**src/sbel_pkg.sv**
```systemverilog
// Shared constants, codes and interface structs of the encoding index loader.
package sbel_pkg;

  localparam int unsigned TABLE_ENTRIES = 256;
  localparam int unsigned ADDR_W        = $clog2(TABLE_ENTRIES);
  localparam int unsigned CNT_W         = $clog2(TABLE_ENTRIES + 1);
  localparam int unsigned CP_W          = 21;
  localparam int unsigned BYTE_W        = 8;
  localparam logic [CP_W-1:0] MAX_CODEPOINT = 21'h10FFFF;

  typedef enum logic [1:0] {
    CMD_PARSE = 2'd0,
    CMD_FWD   = 2'd1,
    CMD_REV   = 2'd2
  } cmd_e;

  typedef enum logic [1:0] {
    STAT_CONSUMED = 2'd0,
    STAT_STORED   = 2'd1,
    STAT_ERROR    = 2'd2
  } status_e;

  typedef enum logic [2:0] {
    ERR_NONE        = 3'd0,
    ERR_LINE        = 3'd1,
    ERR_PRE_INDEX   = 3'd2,
    ERR_EMPTY_INDEX = 3'd3,
    ERR_PRE_CODE    = 3'd4,
    ERR_EMPTY_CODE  = 3'd5,
    ERR_OVERFLOW    = 3'd6
  } err_kind_e;

  // Parser view for the sequencer: pair to store and the error after this step.
  typedef struct packed {
    logic              store;
    logic [ADDR_W-1:0] idx;
    logic [CP_W-1:0]   cp;
    err_kind_e         err;
  } parse_res_t;

  // Scan request to the reverse list.
  typedef struct packed {
    logic              start;
    logic              append;
    logic [CP_W-1:0]   key;
    logic [BYTE_W-1:0] wr_byte;
  } rev_cmd_t;

  // Scan completion from the reverse list.
  typedef struct packed {
    logic              done;
    logic              hit;
    logic [BYTE_W-1:0] rd_byte;
  } rev_res_t;

endpackage

```
**src/sbel_parser.sv**
```systemverilog
// Line parser of the index text: phase, index and codepoint accumulators.
module sbel_parser (
  input  logic                     clk_i,
  input  logic                     rst_ni,
  input  logic                     step_en_i,
  input  logic [7:0]               text_byte_i,
  output sbel_pkg::parse_res_t     res_o
);
  import sbel_pkg::*;

  typedef enum logic [6:0] {
    PH_LINE      = 7'b0000001,
    PH_SKIP      = 7'b0000010,
    PH_PRE_INDEX = 7'b0000100,
    PH_INDEX     = 7'b0001000,
    PH_PRE_CODE  = 7'b0010000,
    PH_CODE      = 7'b0100000,
    PH_ERR       = 7'b1000000
  } phase_e;

  localparam logic [7:0] CH_HASH  = 8'h23;
  localparam logic [7:0] CH_ZERO  = 8'h30;
  localparam logic [7:0] CH_X     = 8'h78;
  localparam logic [7:0] CH_LF    = 8'h0A;
  localparam logic [7:0] CH_SPACE = 8'h20;
  localparam logic [7:0] CH_TAB   = 8'h09;
  localparam int unsigned IDX_EXT_W = ADDR_W + 4;

  phase_e            phase_q, phase_d;
  err_kind_e         err_q, err_d;
  logic [ADDR_W-1:0] idx_q, idx_d;
  logic [1:0]        idx_cnt_q, idx_cnt_d;
  logic [CP_W-1:0]   cp_q, cp_d;
  logic [2:0]        cp_cnt_q, cp_cnt_d;

  logic                 is_blank, is_dec, is_hex, is_lf, pre_code_skip;
  logic [3:0]           hex_val;
  logic [IDX_EXT_W-1:0] idx_ext, idx_next;
  logic [CP_W-1:0]      cp_next;
  logic                 idx_ovf, cp_ovf, store;

  always_comb begin
    is_blank = (text_byte_i == CH_SPACE) || (text_byte_i == CH_TAB);
    is_dec   = (text_byte_i >= CH_ZERO) && (text_byte_i <= 8'h39);
    is_lf    = (text_byte_i == CH_LF);
    pre_code_skip = is_blank || (text_byte_i == CH_ZERO);
    is_hex   = 1'b1;
    hex_val  = text_byte_i[3:0];
    if (is_dec) begin
      hex_val = text_byte_i[3:0];
    end else if ((text_byte_i >= 8'h61 && text_byte_i <= 8'h66) ||
                 (text_byte_i >= 8'h41 && text_byte_i <= 8'h46)) begin
      // Letters a-f and A-F share their low nibble 1..6.
      hex_val = text_byte_i[3:0] + 4'd9;
    end else begin
      is_hex = 1'b0;
    end
  end

  // Decimal step: index * 10 + digit, and hex step: codepoint * 16 + digit.
  assign idx_ext  = IDX_EXT_W'(idx_q);
  assign idx_next = (idx_ext << 3) + (idx_ext << 1) + IDX_EXT_W'(text_byte_i[3:0]);
  assign idx_ovf  = idx_next >= IDX_EXT_W'(TABLE_ENTRIES);
  assign cp_next  = {cp_q[CP_W-5:0], hex_val};
  assign cp_ovf   = (cp_q > (MAX_CODEPOINT >> 4)) || (cp_next > MAX_CODEPOINT);

  always_comb begin
    phase_d   = phase_q;
    err_d     = err_q;
    idx_d     = idx_q;
    idx_cnt_d = idx_cnt_q;
    cp_d      = cp_q;
    cp_cnt_d  = cp_cnt_q;
    store     = 1'b0;
    if (step_en_i) begin
      unique case (phase_q)
        PH_LINE: begin
          if (text_byte_i == CH_HASH) begin
            phase_d = PH_SKIP;
          end else if (is_lf) begin
            phase_d = PH_LINE;
          end else if (is_blank) begin
            phase_d = PH_PRE_INDEX;
          end else if (is_dec) begin
            phase_d   = PH_INDEX;
            idx_d     = ADDR_W'(text_byte_i[3:0]);
            idx_cnt_d = 2'd1;
          end else begin
            phase_d = PH_ERR;
            err_d   = ERR_LINE;
          end
        end
        PH_SKIP: begin
          if (is_lf) begin
            phase_d = PH_LINE;
          end
        end
        PH_PRE_INDEX: begin
          if (is_dec) begin
            phase_d   = PH_INDEX;
            idx_d     = ADDR_W'(text_byte_i[3:0]);
            idx_cnt_d = 2'd1;
          end else if (!is_blank) begin
            phase_d = PH_ERR;
            err_d   = ERR_PRE_INDEX;
          end
        end
        PH_INDEX: begin
          if (is_dec) begin
            if (idx_ovf) begin
              phase_d = PH_ERR;
              err_d   = ERR_OVERFLOW;
            end else begin
              idx_d = idx_next[ADDR_W-1:0];
              if (idx_cnt_q != 2'd3) begin
                idx_cnt_d = idx_cnt_q + 2'd1;
              end
            end
          end else if (idx_cnt_q == 2'd0) begin
            phase_d = PH_ERR;
            err_d   = ERR_EMPTY_INDEX;
          end else if (pre_code_skip) begin
            // The byte that ends the index is handled as a separator byte.
            phase_d = PH_PRE_CODE;
          end else if (text_byte_i == CH_X) begin
            phase_d  = PH_CODE;
            cp_d     = '0;
            cp_cnt_d = 3'd0;
          end else begin
            phase_d = PH_ERR;
            err_d   = ERR_PRE_CODE;
          end
        end
        PH_PRE_CODE: begin
          if (text_byte_i == CH_X) begin
            phase_d  = PH_CODE;
            cp_d     = '0;
            cp_cnt_d = 3'd0;
          end else if (!pre_code_skip) begin
            phase_d = PH_ERR;
            err_d   = ERR_PRE_CODE;
          end
        end
        PH_CODE: begin
          if (is_hex) begin
            if (cp_ovf) begin
              phase_d = PH_ERR;
              err_d   = ERR_OVERFLOW;
            end else begin
              cp_d = cp_next;
              if (cp_cnt_q != 3'd7) begin
                cp_cnt_d = cp_cnt_q + 3'd1;
              end
            end
          end else if (cp_cnt_q == 3'd0) begin
            phase_d = PH_ERR;
            err_d   = ERR_EMPTY_CODE;
          end else begin
            store   = 1'b1;
            phase_d = is_lf ? PH_LINE : PH_SKIP;
          end
        end
        PH_ERR: begin
          phase_d = PH_ERR;
        end
        default: begin
          phase_d = phase_q;
        end
      endcase
    end
  end

  always_ff @(posedge clk_i or negedge rst_ni) begin
    if (!rst_ni) begin
      phase_q   <= PH_LINE;
      err_q     <= ERR_NONE;
      idx_q     <= '0;
      idx_cnt_q <= 2'd0;
      cp_q      <= '0;
      cp_cnt_q  <= 3'd0;
    end else begin
      phase_q   <= phase_d;
      err_q     <= err_d;
      idx_q     <= idx_d;
      idx_cnt_q <= idx_cnt_d;
      cp_q      <= cp_d;
      cp_cnt_q  <= cp_cnt_d;
    end
  end

  assign res_o.store = store;
  assign res_o.idx   = idx_q;
  assign res_o.cp    = cp_q;
  assign res_o.err   = err_d;

endmodule

```
**config.mk**
```make
export PLATFORM = sky130hd
export DESIGN_NAME = sbel_parser
export DESIGN_NICKNAME = d
export VERILOG_FILES = /design/src/sbel_pkg.sv /design/src/sbel_parser.sv
export SDC_FILE = /design/constraint.sdc
export NUM_CORES = 1
export LEC_CHECK = 0
export ABC_AREA = 1
export BUFFER_PORTS_ARGS = -buffer_cell sky130_fd_sc_hd__buf_4
export CORE_ASPECT_RATIO = 2
export CORE_MARGIN = 3
export CORE_UTILIZATION = 60
export CTS_BUF_LIST = sky130_fd_sc_hd__clkbuf_2 sky130_fd_sc_hd__clkbuf_4 sky130_fd_sc_hd__clkbuf_8
export DETAILED_ROUTE_END_ITERATION = 8
export PLACE_DENSITY = 0.83
export SLEW_MARGIN = 10
export SYNTH_ARGS = -nofsm -noshare
export SYNTH_HDL_FRONTEND = slang
export SYNTH_SLANG_ARGS = --single-unit
```
**constraint.sdc**
```tcl
create_clock -name clk_i -period 2.95 [get_ports clk_i]
set_input_delay 0.1475 -clock clk_i [delete_from_list [all_inputs] [get_ports clk_i]]
set_output_delay 0.1475 -clock clk_i [all_outputs]
set_load 0.02 [all_outputs]
```
Word-level counts from Yosys, hierarchy flattened
Index checks and enable logic that the tools add are counted.
{ "op_classes": {"n_addsub": 5, "magnitude_cmp": 9, "eq_ne": 32, "muxes": 75, "reduce_logical": 17} }
{ "op_table": {"columns": ["operator", "count"], "rows": [
  ["$mux W21", 6],
  ["$mux W7", 17],
  ["$mux W3", 24],
  ["$pmux W21 S3", 1],
  ["$pmux W7 S7", 1],
  ["$mux W8", 6],
  ["$ne A2 B2 Y1 const B", 14],
  ["$eq A8 B6 Y1 const B", 3],
  ["$pmux W8 S3", 1],
  ["$gt A21 B17 Y1 const B", 1],
  ["$gt A21 B21 Y1 const B", 1],
  ["$reduce_and A7 Y1", 3],
  ["$eq A8 B4 Y1 const B", 2],
  ["$ge A8 B7 Y1 const B", 2],
  ["$le A8 B7 Y1 const B", 2],
  ["$mux W2", 8],
  ["$reduce_and A8 Y1", 2],
  ["$ne A3 B3 Y1 const B", 5],
  ["$pmux W3 S5", 1],
  ["$add A11 B9 Y12", 1],
  ["$add A12 B4 Y12", 1],
  ["$ge A12 B9 Y1 const B", 1],
  ["$pmux W3 S3", 1],
  ["$eq A8 B7 Y1 const B", 1],
  ["21 further kinds", 33]
]} }
{ "word_totals": {"reg_bits": 44, "input_bits": 11, "output_inout_bits": 33, "wordCells": 144} }

Depth between registers and ports, before layout
Gate-level depths: netlist of the first run.
{ "logic_depth": {"word_depth": 11, "depth_mapped": 18} }

Worst setup path after synthesis of the first run
OpenSTA, ideal clock, no wires.
{ "synth_path": {"path_type": "reg2reg", "from": "register idx_q[0]", "to": "register idx_q[3]", "setup_time_ns": 0.123, "arrival_ns": 2.646, "slack_ns": 0.181, "stages_incl_launch_ff": 18, "path_buffers": 1, "cell_sequence": "dfrtp_1 inv_1 fa_1 inv_1 fa_1 nand3_1 nand3_1 nand2_1 nand2_1 nand2_1 nand2_1 nor2_2 nand2_1 nand2_2 nand2_4 buf_6 nand2_1 o21ai_2"} }
{ "synth_between": {"elab_chain_len": 5} }
{ "synth_lines": {"columns": ["element", "line", "rtl"], "rows": [
  ["start, declared", "sbel_parser.sv:31", "logic [ADDR_W-1:0] idx_q, idx_d;"],
  ["start signal, assigned", "sbel_parser.sv:184", "idx_q <= idx_d;"],
  ["$add A11 B9 Y12 *", "sbel_parser.sv:62", "assign idx_next = (idx_ext << 3) + (idx_ext << 1) + IDX_EXT_W'(text_byte_i[3:0]);"],
  ["$add A12 B4 Y12 *", "sbel_parser.sv:62", null],
  ["$ge A12 B9 Y1 or $mux W8 (tied branches)", "sbel_parser.sv:63, sbel_parser.sv:110", null],
  ["$ne A2 B2 Y1 (no line) or $mux W8 (tied branches)", null, null],
  ["$reduce_and A7 Y1 (no line) or $pmux W8 S3 (tied branches)", null, null]
]} }
Every way passes the cells marked *; elsewhere a longest branch is shown, timed or not. The select of a mux whose other input is x is not followed.
A chain may end at the register's enable or synchronous reset.

==> flow_summary.json, run 1 <==
{
  "period_share": 0.976,
  "top_level_ports": 44,
  "end_kind": "output pin",
  "total_power_mw": 1.16,
  "r2r-end": "phase_q[5]$_DFFE_PN0P_",
  "wirelength_um": 9530,
  "r2r-start": "idx_q[2]$_DFFE_PN0P_",
  "switchingPower_mw": 0.282,
  "cpPeakStageDelay_ns": 0.51,
  "maxCapViolations": 0,
  "max_slew_margin": 0.590,
  "crit_chain": "inv_2 > fa_1 > inv_2 > fa_2 > nand3_2 > nand3_2 > nand2_2 > nand3_1 > nand2_2 > nor2_4 > nand4_1 > nand2_1 > a21oi_2 > buf_6",
  "arrival_ns": 2.73,
  "antenna_found_initial": 0,
  "crit_required_ns": 2.80,
  "period_needed_ns": 2.88,
  "cts_buffer_depth": 2,
  "crit_path_max_fanout": 5,
  "die_x_um": 61.5,
  "syn-num-nets": 555,
  "rsz0062_at_grt": "yes",
  "drtIter0Drc": 233,
  "wl_per_cell_um": 15.2,
  "stdcell_area_mm2": 0.00422,
  "pwr-share-clk": 0.420,
  "busiest_layer": "met2",
  "diodes": 0,
  "clk_pin_slew_ns": 0.09,
  "maxSlewViolCount": 0,
  "ys_types": 35,
  "ys_warn_count": 0,
  "track_usage": 0.290,
  "syn_inst": 518,
  "synth.avg_cell_area_um2": 7.13,
  "outcome": "complete, no violations",
  "yosys.area.top_type": "dfrtp_1",
  "hold_path_depth": 3,
  "grt_pass1_wl_um": 15700,
  "power_frac_comb": 0.062,
  "finalSetupViolCount": 0,
  "cell_internal_pwr_mw": 0.880,
  "die_height_um": 117,
  "fin_worst_skew_ns": 0.00981,
  "power_switching_share": 0.242,
  "p_per_area_mw_per_mm2": 276,
  "layout_setup_ws_ns": 0.0715,
  "clkLatencyLatePin_ns": 0.31,
  "min_to": "idx_q[0]$_DFFE_PN0P_",
  "ys_seq_elements": 44,
  "placed_cells": 609,
  "grt_max_degree": 45,
  "cts_tree": "yes",
  "initial_core_util": 0.631,
  "place_area_mm2": 0.00398,
  "final_nets": 601,
  "synth_top_area_frac": 0.291,
  "area_growth_pct": 14.2,
  "tightest_slew_ns": 0.614,
  "cpMaxStageDelayCell": "fa_1",
  "finalNonFillerCells": 626,
  "cts_root_buf": "clkbuf_8",
  "grt_use_met2": 0.537,
  "seq_power_share": 0.519,
  "synth_top_cells_by_area": "dfrtp_1, nand2_1, ha_1, o21ai_2, inv_1",
  "hold_path_class": "input pin to flip-flop",
  "htree_num_levels": 2,
  "ir_drop_v": 0.000215,
  "drc": 0,
  "post-route-util": 0.720,
  "dp.final_hpwl_um": 7180,
  "r2r_cells": 15,
  "ys_top_cells_by_count": "nand2_1, inv_1, nor2_1",
  "worst-path-buf-inv": 3,
  "synth_edf_count": 0,
  "via_per_inst": 5.71,
  "grt_pass1_vias": 3532,
  "core_mm2": 0.00586,
  "syn_area_mm2": 0.00369,
  "layout-drive-gt1-share": 0.288,
  "use_met3": 0.0384,
  "port_buffers": 43,
  "worstSetupPathType": "flip-flop to output pin",
  "finalHoldViolCount": 0,
  "synth_ff_type": "dfrtp_1",
  "grt_util_met1": 0.297,
  "async_reset_ff_frac": 1.00,
  "num_vias": 3575,
  "ys_seq_area_frac": 0.299,
  "p_leak_nw": 2.22,
  "cp-start-kind": "flip-flop",
  "ff2ff_setup_slack_ns": 0.30,
  "hp-start": "text_byte_i[0]",
  "place_ws_ns": 0.145,
  "maxClockFrequency_ghz": 0.347,
  "fillers": 491,
  "ant_nets": 0,
  "gp_congestion": 0.957,
  "die_area_mm2": 0.00719,
  "grt_remaining_overflow": 0,
  "critPathTopFamily": "adder cells",
  "rows": 39,
  "dr.pass1.iters": 5,
  "synth_most_common_cell": "nand2_1",
  "cts_num_sinks": 44,
  "cts_buffers": 5
}
[stage by stage]
step	setup TNS [ns]	hold WS (ns)
4_1_cts	0	0.211
6_report	0	0.214
3_5_place_dp	0	0.184
5_1_grt	-0.131	0.240
2_1_floorplan	0	-0.148
3_3_place_gp	0	0.176
[worst register-to-register path, delay by kind of cell (launching register included)]
kind            cells  cell delay (ns)
compound gates      1             0.07
buf+inv             2             0.09
fa+ha+maj           2             0.90
flops               1             0.37
simple gates       10             1.15
[power groups by stage]
stage | Combinational [mW] | Clock [mW] | Sequential (mW)
6_report | 0.0717 | 0.488 | 0.603
5_1_grt | 0.0807 | 0.523 | 0.603
4_1_cts | 0.0710 | 0.496 | 0.603
3_5_place_dp | 0.0690 | 0 | 0.615
3_3_place_gp | 0.0674 | 0 | 0.615
2_1_floorplan | 0.0319 | 0 | 0.615
[worst max-delay path by stage]
| stage | start | slack (ns) | depth (start not counted) | to |
|---|---|---|---|---|
| floorplan | idx_q[0]$_DFFE_PN0P_ | 0.18 | 17 | idx_q[3]$_DFFE_PN0P_ |
| global placement | idx_q[0]$_DFFE_PN0P_ | 0.18 | 16 | idx_q[6]$_DFFE_PN0P_ |
| detailed placement | idx_q[0]$_DFFE_PN0P_ | 0.14 | 15 | phase_q[5]$_DFFE_PN0P_ |
| CTS | idx_q[0]$_DFFE_PN0P_ | 0.06 | 15 | res_o[1] |
| global route | idx_q[2]$_DFFE_PN0P_ | -0.06 | 15 | res_o[2] |
| finish | idx_q[2]$_DFFE_PN0P_ | 0.07 | 14 | res_o[2] |
[sequential cells by signal (all words and copies together) (netlist names)]
signal     count
idx_cnt_q      2
phase_q        7
idx_q          8
cp_q          21
err_q          3
cp_cnt_q       3
[timing repair]
action,4_1_cts,5_1_grt
endpoints found under the hold margin,43,0
hold buffers,1,0
setup endpoints to repair,3,6
pin swaps,0,10
gates resized for setup,4,11
setup buffers,2,6
[logic make-up (layout without fill, tap and decap cells)]
| family | after synthesis | count (layout) | share of synthesized area |
|---|---|---|---|
| DFF | 44 | 44 | 0.299 |
| buffers and inverters | 79 | 126 | 0.0973 |
| AOI/OAI and AO/OA | 74 | 74 | 0.139 |
| and+or+nand+nor | 295 | 295 | 0.373 |
| adders and majority gates | 26 | 26 | 0.0922 |
[final cells by class]
| type | count | area [µm²] | area share |
|---|---|---|---|
| clock buffer | 5 | 68.8 | 0.0163 |
| clock inverter | 3 | 46.3 | 0.0110 |
| inverter | 65 | 244 | 0.0579 |
| multi-input combinational | 395 | 2270 | 0.539 |
| sequential | 44 | 1100 | 0.261 |
| tap | 61 | 76.3 | 0.0181 |
| timing repair buffer | 53 | 408 | 0.0967 |
[layer usage]
layer	up-vias	routed length (µm)
li1	1754	-
met1	1664	3330
met2	120	5410
met3	37	359
met4	0	430
met5	-	0
[placed cells by master, fill, tap and decap left out, types with 2 or more instances in the layout]
cell type,synthesis,layout
nand2_1,146,142
inv_1,58,56
buf_4,2,50
nor2_1,45,45
dfrtp_1,43,43
nand3_1,37,35
o21ai_2,33,33
nand2_2,25,29
ha_1,24,24
a21oi_1,19,17
o21ai_0,15,15
nand4_1,12,12
nor2_2,13,11
inv_2,7,9
clkbuf_8,0,5
nor2_4,2,4
nand3_2,2,4
nor3_1,3,3
nand3b_1,2,2
a21oi_2,0,2
nand2_4,2,2
or2_2,2,2
o211ai_1,2,2
buf_6,7,2
(Power assumes the default switching activity.)
==> run 2, diff against run 1 <==
- CORE_ASPECT_RATIO: 2 -> default
==> run 2 against run 1 <==
  * Via count up 1.2%
  * First-iteration DRC count up 9.9%
  * Die area down 0.80%
  * Sequential cell count unchanged
  * Clock skew down 0.0013 ns
  * Worst hold slack better by 0.011 ns
  * Critical endpoint is now res_o[1]
  * Non-clock buffer count up 6
  * Register-to-register slack worse by 0.10 ns
  * Core utilization up 2.4 points
  * Cell area up 1.3%
  * Largest power group unchanged
  * Final cell count up 2.7%
==> flow_summary.json, run 2 (synthesis results as in run 1) <==
{
  "gp_congestion": 1.00,
  "cts_root_buf": "clkbuf_8",
  "ir_drop_v": 0.000169,
  "outcome": "complete, no violations",
  "cts_buffers": 5,
  "area_growth_pct": 15.7,
  "clk_pin_slew_ns": 0.10,
  "finalHoldViolCount": 0,
  "met2WireLength_um": 4390,
  "clkLatencyLatePin_ns": 0.31,
  "die_area_mm2": 0.00713,
  "wl_per_cell_um": 14.6,
  "port_buffers": 43,
  "top_regs": "cp_q x21, idx_q x8, phase_q x7",
  "tns_ns": 0,
  "rows": 27,
  "r2r-start": "idx_q[2]$_DFFE_PN0P_",
  "diodes": 0,
  "top_layer": "met4",
  "antenna_found_initial": 0,
  "top_level_ports": 44,
  "dr.pass1.iters": 5,
  "ant_nets": 0,
  "p_leak_nw": 2.24,
  "grt_max_degree": 45,
  "end_kind": "output pin",
  "period_needed_ns": 2.90,
  "track_usage": 0.260,
  "endpoint": "res_o[1]",
  "max_slew_margin": 0.606,
  "path_common_cell": "nand2_1",
  "cts_tree": "yes",
  "worstSetupPathType": "flip-flop to output pin",
  "ff2ff_setup_slack_ns": 0.20,
  "place_ws_ns": 0.0498,
  "final_nets": 607,
  "arrival_ns": 2.76,
  "cpPeakStageDelay_ns": 0.52,
  "grt_remaining_overflow": 0,
  "core_mm2": 0.00574,
  "rsz0062_at_grt": "yes",
  "finalNonFillerCells": 643,
  "r2r-end": "idx_q[7]$_DFFE_PN0P_",
  "crit_path_max_fanout": 5,
  "htree_num_levels": 2,
  "layout_setup_ws_ns": 0.0463,
  "die_height_um": 84.4,
  "grt_pass1_wl_um": 15400,
  "dp.final_hpwl_um": 6770,
  "grt_pass1_vias": 3362,
  "cts_buffer_depth": 2,
  "drtIter0Drc": 256,
  "largest_reg_flops": 21,
  "hold_path_class": "input pin to flip-flop",
  "regMostFlops": "cp_q",
  "crit_start": "idx_q[2]$_DFFE_PN0P_",
  "post-route-util": 0.744,
  "layout_common_cells": "nand2_1, buf_4, inv_1, nor2_1, dfrtp_1",
  "maxCapViolations": 0,
  "tightest_slew_ns": 0.591,
  "period_share": 0.984,
  "placed_cells": 624,
  "met3_length_um": 679,
  "crit_chain": "inv_2 > fa_1 > inv_2 > ha_1 > nand3_1 > nand3_2 > nand2_2 > nand2_1 > nand2_1 > nand2_1 > nor2_4 > nand4_1 > nand2_1 > a21oi_2 > buf_4",
  "r2r_cells": 17,
  "die_x_um": 84.4,
  "finalSetupViolCount": 0,
  "maxClockFrequency_ghz": 0.344,
  "drc": 0,
  "p_per_area_mw_per_mm2": 273,
  "initial_core_util": 0.643,
  "crit_required_ns": 2.80,
  "cp-start-kind": "flip-flop",
  "layout-drive-gt1-share": 0.301,
  "cpMaxStageDelayCell": "fa_1",
  "maxSlewViolCount": 0,
  "via_per_inst": 5.63,
  "num_vias": 3618,
  "wirelength_um": 9370,
  "mostFrequentLayoutCell": "nand2_1",
  "cts_num_sinks": 44,
  "fin_worst_skew_ns": 0.00846,
  "m1WireLength_um": 4100
}
## run 2: cell count changes in the layout (fill, tap and decap cells not counted), sizes merged
cell and delta:
buf +6
## run 2: worst min path at each step
stage	depth (start not counted)	start	slack, ns	endpoint
after floorplan	0	rst_ni	-0.15	cp_cnt_q[0]$_DFFE_PN0P_
after global routing	4	text_byte_i[4]	0.23	phase_q[4]$_DFFE_PN0P_
after global placement	1	rst_ni	0.18	cp_q[15]$_DFFE_PN0P_
final	3	text_byte_i[0]	0.22	idx_q[0]$_DFFE_PN0P_
after CTS	4	text_byte_i[4]	0.23	phase_q[4]$_DFFE_PN0P_
after detailed placement	1	rst_ni	0.19	cp_q[15]$_DFFE_PN0P_
## run 2: report_power, final
| group | internal (mW) | total, mW | switching, mW |
|---|---|---|---|
| sequential | 0.603 | 0.603 | 0 |
| combinational | 0.0234 | 0.0727 | 0.0493 |
| clock | 0.256 | 0.492 | 0.237 |
| total | 0.882 | 1.17 | 0.286 |
## run 2: critical path, delay by kind of cell, from the launching register on
family / cells / cell delay (ns)
flip-flops: 1 / 0.38
AND/OR/NAND/NOR: 9 / 0.92
buffers and inverters: 3 / 0.25
adder cells (fa/ha/maj): 2 / 0.83
AO/OA/AOI/OAI: 1 / 0.06
## run 2: timing repair
| action | in CTS | in global routing |
|---|---|---|
| gates cloned | 0 | 0 |
| hold buffers | 1 | 0 |
| pin swaps | 0 | 10 |
| resized for setup | 2 | 14 |
| hold endpoints to repair | 43 | 0 |
| setup endpoints to repair | 3 | 13 |
| setup buffers | 2 | 8 |
## run 2: per-layer routing
metal	GRT usage	vias up
met4	0.0748	0
met5	0	-
met3	0.0373	29
li1	-	1767
met1	0.353	1663
met2	0.434	159
## run 2: stage by stage
stage,hold slack (ns),area [µm²],total power [mW]
final,0.225,4270,1.17
after detailed placement,0.187,4030,0.685
after CTS,0.229,4180,1.17
after global placement,0.178,4030,0.682
after global routing,0.232,4270,1.21
after floorplan,-0.148,3690,0.647
## run 2: layout make-up
type                    count  area [µm²]
clock buffers               5        68.8
well taps                  72        90.1
multi-input cells         395        2280
inverters                  65         244
repair buffers             59         445
fillers                   456        1470
flip-flops and latches     44        1100
clock inverters             3        46.3
